--- src/hw/rtl/vga_planar_memory_access_top_macros.svh ---
// ----------------------------------------------------------------------------
// vga_planar_memory_access_top_macros
// Assertion macros for the planar memory access block. Define ASSERT_OFF to
// compile them out.
// ----------------------------------------------------------------------------
`ifndef VGA_PLANAR_MEMORY_ACCESS_TOP_MACROS_SVH
`define VGA_PLANAR_MEMORY_ACCESS_TOP_MACROS_SVH

`ifndef ASSERT_OFF

// same-cycle implication, disabled in reset
`define VPMA_ASSERT_IMPL(label, clk, rst_n, ante, cons) \
	label: assert property (@(posedge clk) disable iff (!rst_n) (ante) |-> (cons)) \
		else $error("assertion failed");

// next-cycle implication, disabled in reset
`define VPMA_ASSERT_NEXT(label, clk, rst_n, ante, cons) \
	label: assert property (@(posedge clk) disable iff (!rst_n) (ante) |=> (cons)) \
		else $error("assertion failed");

`else

`define VPMA_ASSERT_IMPL(label, clk, rst_n, ante, cons)
`define VPMA_ASSERT_NEXT(label, clk, rst_n, ante, cons)

`endif

`endif

--- src/hw/rtl/vpma_pkg.sv ---
// ----------------------------------------------------------------------------
// vpma_pkg
// Types, port numbers and register masks of the planar memory access block.
// ----------------------------------------------------------------------------
`default_nettype none

package vpma_pkg;

	// item operation codes
	typedef enum logic [1:0] {
		OP_PORT  = 2'd0,
		OP_READ  = 2'd1,
		OP_WRITE = 2'd2,
		OP_UNSUP = 2'd3
	} vpma_op_t;

	// controller states
	typedef enum logic [1:0] {
		ST_CLEAR,
		ST_IDLE,
		ST_EXEC
	} vpma_state_t;

	// controller to datapath
	typedef struct packed {
		logic clr_step;
		logic accept;
		logic exec;
	} vpma_cmd_t;

	// datapath to controller
	typedef struct packed {
		logic clr_last;
	} vpma_sts_t;

	localparam logic [16:0] PORT_SEQ_INDEX = 17'h003c4;
	localparam logic [16:0] PORT_SEQ_DATA  = 17'h003c5;
	localparam logic [16:0] PORT_GFX_INDEX = 17'h003ce;
	localparam logic [16:0] PORT_GFX_DATA  = 17'h003cf;

	localparam int SEQ_REGS = 8;
	localparam int GFX_REGS = 9;
	localparam logic [7:0] GFX_REGS_B = 8'd9;

	localparam logic [7:0] GFX6_STD = 8'h05;

	// implemented bits of each sequencer register
	function automatic logic [7:0] seq_wmask(input logic [2:0] idx);
		logic [7:0] m;
		case (idx)
			3'd0: m = 8'h03;
			3'd1: m = 8'h3d;
			3'd2: m = 8'h0f;
			3'd3: m = 8'h3f;
			3'd4: m = 8'h0e;
			3'd7: m = 8'hff;
			default: m = 8'h00;
		endcase
		return m;
	endfunction

	// implemented bits of each graphics register
	function automatic logic [7:0] gfx_wmask(input logic [3:0] idx);
		logic [7:0] m;
		case (idx)
			4'd3: m = 8'h1f;
			4'd4: m = 8'h03;
			4'd5: m = 8'h7b;
			4'd8: m = 8'hff;
			4'd0, 4'd1, 4'd2, 4'd6, 4'd7: m = 8'h0f;
			default: m = 8'h00;
		endcase
		return m;
	endfunction

	// expand a plane set into byte lanes
	function automatic logic [31:0] lanes(input logic [3:0] m);
		return {{8{m[3]}}, {8{m[2]}}, {8{m[1]}}, {8{m[0]}}};
	endfunction

	// rotate a byte right
	function automatic logic [7:0] rot8(input logic [7:0] v, input logic [2:0] b);
		logic [15:0] t;
		t = {v, v} >> b;
		return t[7:0];
	endfunction

endpackage

`default_nettype wire

--- src/hw/rtl/vpma_ctrl.sv ---
// ----------------------------------------------------------------------------
// vpma_ctrl
// Controller: clearing sweep after reset, request accept, execute step and
// response beat tracking.
// ----------------------------------------------------------------------------
`default_nettype none

module vpma_ctrl import vpma_pkg::*; (
	input  logic      clk,
	input  logic      arst_n,
	input  logic      in_valid,
	output logic      in_ready,
	output logic      out_valid,
	input  logic      out_ready,
	input  vpma_sts_t sts,
	output vpma_cmd_t cmd
);

	vpma_state_t state_q;
	vpma_state_t state_d;
	logic        out_valid_q;
	logic        out_valid_d;

	// state and response valid registers
	always_ff @(posedge clk or negedge arst_n) begin
		if (!arst_n) begin
			state_q     <= ST_CLEAR;
			out_valid_q <= 1'b0;
		end else begin
			state_q     <= state_d;
			out_valid_q <= out_valid_d;
		end
	end

	// next state and commands
	always_comb begin
		state_d  = state_q;
		cmd      = '0;
		in_ready = 1'b0;
		case (state_q)
			ST_CLEAR: begin
				cmd.clr_step = 1'b1;
				if (sts.clr_last) begin
					state_d = ST_IDLE;
				end
			end
			ST_IDLE: begin
				in_ready = 1'b1;
				if (in_valid) begin
					cmd.accept = 1'b1;
					state_d    = ST_EXEC;
				end
			end
			ST_EXEC: begin
				// finish only when the response register is free
				if (!out_valid_q || out_ready) begin
					cmd.exec = 1'b1;
					state_d  = ST_IDLE;
				end
			end
			default: state_d = ST_CLEAR;
		endcase

		if (cmd.exec) begin
			out_valid_d = 1'b1;
		end else if (out_ready) begin
			out_valid_d = 1'b0;
		end else begin
			out_valid_d = out_valid_q;
		end
	end

	assign out_valid = out_valid_q;

endmodule

`default_nettype wire

--- config.mk ---
export PLATFORM = sky130hd
export DESIGN_NAME = vpma_ctrl
export DESIGN_NICKNAME = d
export VERILOG_FILES = /design/src/hw/rtl/vga_planar_memory_access_top_macros.svh /design/src/hw/rtl/vpma_pkg.sv /design/src/hw/rtl/vpma_ctrl.sv
export SDC_FILE = /design/constraint.sdc
export NUM_CORES = 1
export LEC_CHECK = 0
export CORE_AREA = 2 2 39 41
export CTS_CLUSTER_DIAMETER = 200
export DETAILED_ROUTE_END_ITERATION = 7
export DIE_AREA = 0 0 41 43
export DONT_BUFFER_PORTS = 1
export GPL_ROUTABILITY_DRIVEN = 0
export PLACE_DENSITY = 0.37
export SYNTH_ARGS = -nofsm -noshare
export SYNTH_HDL_FRONTEND = slang
export SYNTH_SLANG_ARGS = --single-unit
--- constraint.sdc ---
create_clock -name clk -period 2.2 [get_ports clk]
set_input_delay 0.22 -clock clk [delete_from_list [all_inputs] [get_ports clk]]
set_output_delay 0.22 -clock clk [all_outputs]
set_load 0.02 [all_outputs]
==> results.md <==
- Routed wire length: 335 um
- Detailed router's first-iteration violation count: 1
- Maximum buffer depth of the clock tree: 2
- Ant diodes: 0
- Peak VDD IR: roughly 0.23 mV
- Average cell area after synthesis: around 9.6 um^2
- RSZ-0062 raised after global routing: no
- Num ports: 10
- Largest cells by area after synthesis: dfrtp_1, o32ai_2, nor2_1
- Synthesized netlist cell count: 17
- Type of origin of the critical path: flop
- Crit path required time: 1.98 ns
- Worst r2r src: out_valid$_DFFE_PN0P_
- Hold path start: out_ready
- Hold endpoint: state_q[0]$_DFFE_PN0P_
- Tmin final: about 1.4 ns
- Post-CTS Resized: 0
- Setup tns final: 0 ns
- Worst path buffer plus inverter count: 0
- Clk sinks: 3
- Nets@finish: 27
- Final period util: 0.6412
- Via count: 133
- Maximum fanout along the worst path: 3
- Post-route DRC: 0
- Clock latency on the worst-skew pair: 0.23 ns
- Relative slew margins: 0.7305
- First-pass GRT wire length: slightly below 500 um
- Die Height: 43 um
- Layout cells sized above 1: 0.2857
- Hold Fails Final Rpt: 0
- Status: completed
- Syn_nets: 22
- Vias in the first global route: ~150
- GRT Total Usage: 0.04935
- WHS Path Cells: 2
- Post-Place Worst Slack: 1.022 ns
- Port-buffer cells: 0
- Drt pass-1 iters: 2
- Max Slew Vio Count: 0
- Syn Std Cell Area: approximately 160 um^2
- Routed WL per cell: about 9.1 um
- Yosys warnings: 0
- GRT overflow: 0
- Area fraction of the dominant cell type after synthesis: 0.4580
- Delay-heaviest family, CP: simple AND/OR/NAND/NOR gates
- Starting Density: 0.1184
- Clock buffer count from CTS: 3
- Die ar.: roughly 1800 um^2
- Leak: 0.09351 nW
- P&R area growth vs syn: 29.77%
- Cell Chain, Critical Path: nor2b_1 -> nor2_1
- Final ANT Viol Nets: 0
- Vias per inst: 3.595
- FILL cells: 158
- Slew @ Worst Pin: 0.4034 ns
- CTS H-tree depth: 1
- HPWL after DPL: 274.5 um
- Multi-input combinational cell area: 81.33 um^2
- Register bit count reported by yosys: 3
- Core Region: between 1000 and 1500 um^2
- Clock root cell: clkbuf_4
- Sequential Area: ~75 um^2
- PD cells: about 1600 nW/um^2
- Post-synth top area cell: dfrtp_1
- Max cap viols: 0
- CP max-delay cell: dfrtp_1
- Initial antenna violation count: 0
- Worst-path clk slew: roughly 0.040 ns
- Die span in x: a little over 40 um
- R2R setup slack: 1.29 ns
- Largest net degree at the start of global routing: 7
- # setup viols final: 0
- Post-route setup slack: between 0.7 and 0.8 ns
- Post-route clock skew: just over 0.0002 ns
- FP Rows: 14
- Crit path arrival time: between 1 and 1.5 ns
- Seq/Total Area, Yosys: 0.4580
- Hold crit path type: in -> reg
- Synth cell types: 10
- Fmax: slightly above 700 MHz
- R2R Path End: state_q[0]$_DFFE_PN0P_
- CTS tree: yes
- Crit-path max cell delay: 0.45 ns
- R2R depth: 2
- CP endpoint kind: output pin
- Crit Path Class: reg -> out
## logic make-up after synthesis
kind of cell | after synthesis | synth area share
AOI/OAI and AO/OA | 2 | 0.1375
DFF | 3 | 0.4580
and+or+nand+nor | 11 | 0.3588
buffers and inverters | 1 | 0.04582
## worst reg2reg max path: stages (launching register included)
cell and delay, ns:
dfrtp_1 0.46, nor2b_1 0.23, o32ai_2 0.10
## layer usage
metal	global-route usage	vias to the layer above	part of all wire
met4	0.08000	0	0
met5	0	-	0
met2	0.05625	7	0.49
met3	0.03141	0	0.15
met1	0.04221	63	0.35
li1	-	63	-
## Yosys cell counts
master,instances
nor2_1,4
o32ai_2,1
nand2b_2,1
and2_4,1
o22ai_1,1
nand2b_1,1
buf_4,1
nor2b_1,2
dfrtp_1,3
nand2_1,2
## registers in the layout, summed over array words and instances (netlist names)
signal     cells
state_q        2
out_valid      1
## area by class of cell
type | instances | area share
Clock buffer | 4 | 0.1235
Sequential cell | 3 | 0.3529
Timing Repair Buffer | 1 | 0.04706
Multi-Input combinational cell | 13 | 0.3824
Tap cell | 16 | 0.09412
## how the worst max path moves through the flow
stage | from | slack [ns] | to | cells after the start
2_1_floorplan | out_valid$_DFFE_PN0P_ | 1.12 | cmd[0] | 3
3_3_place_gp | out_valid$_DFFE_PN0P_ | 1.02 | cmd[0] | 2
3_5_place_dp | out_valid$_DFFE_PN0P_ | 1.02 | cmd[0] | 2
4_1_cts | out_valid$_DFFE_PN0P_ | 0.77 | cmd[0] | 2
5_1_grt | out_valid$_DFFE_PN0P_ | 0.75 | cmd[0] | 2
6_report | out_valid$_DFFE_PN0P_ | 0.79 | cmd[0] | 2
## power breakdown
group,switching [mW],internal [mW],total [mW]
clock,0.0284,0.0680,0.0964
combinational,0.0790,0.0476,0.127
sequential,0.0401,0.0800,0.120
total,0.148,0.196,0.343
## placed cells by master (no fill, tap or decap)
| cell type | netlist | routed |
|---|---|---|
| clkbuf_1 | 0 | 1 |
| o22ai_1 | 1 | 1 |
| dfrtp_1 | 3 | 3 |
| nor2_1 | 4 | 4 |
| nand2_1 | 2 | 2 |
| clkbuf_4 | 0 | 3 |
| nand2b_1 | 1 | 1 |
| and2_4 | 1 | 1 |
| nor2b_1 | 2 | 2 |
| dlygate4sd3_1 | 0 | 1 |
| nand2b_2 | 1 | 1 |
| o32ai_2 | 1 | 1 |
## repair_timing
item                                   4_1_cts  5_1_grt
endpoints found under the hold margin        3        0
setup buffers                                0        0
hold buffers                                 1        0
## stage by stage
stage                     area [um^2]  power, mW  std cells  hold slack [ns]  utilization
final                           212.7     0.3431         37           0.1705       0.1537
after global routing            212.7     0.3667         37           0.1885       0.1537
after CTS                       212.7     0.3531         37           0.1665       0.1537
after detailed placement        176.4     0.2489         32         -0.07543       0.1275
after global placement          176.4     0.2468         32         -0.07545       0.1275
after floorplan                 163.9     0.2380         17         -0.07559            -
(Power assumes the default switching activity.)
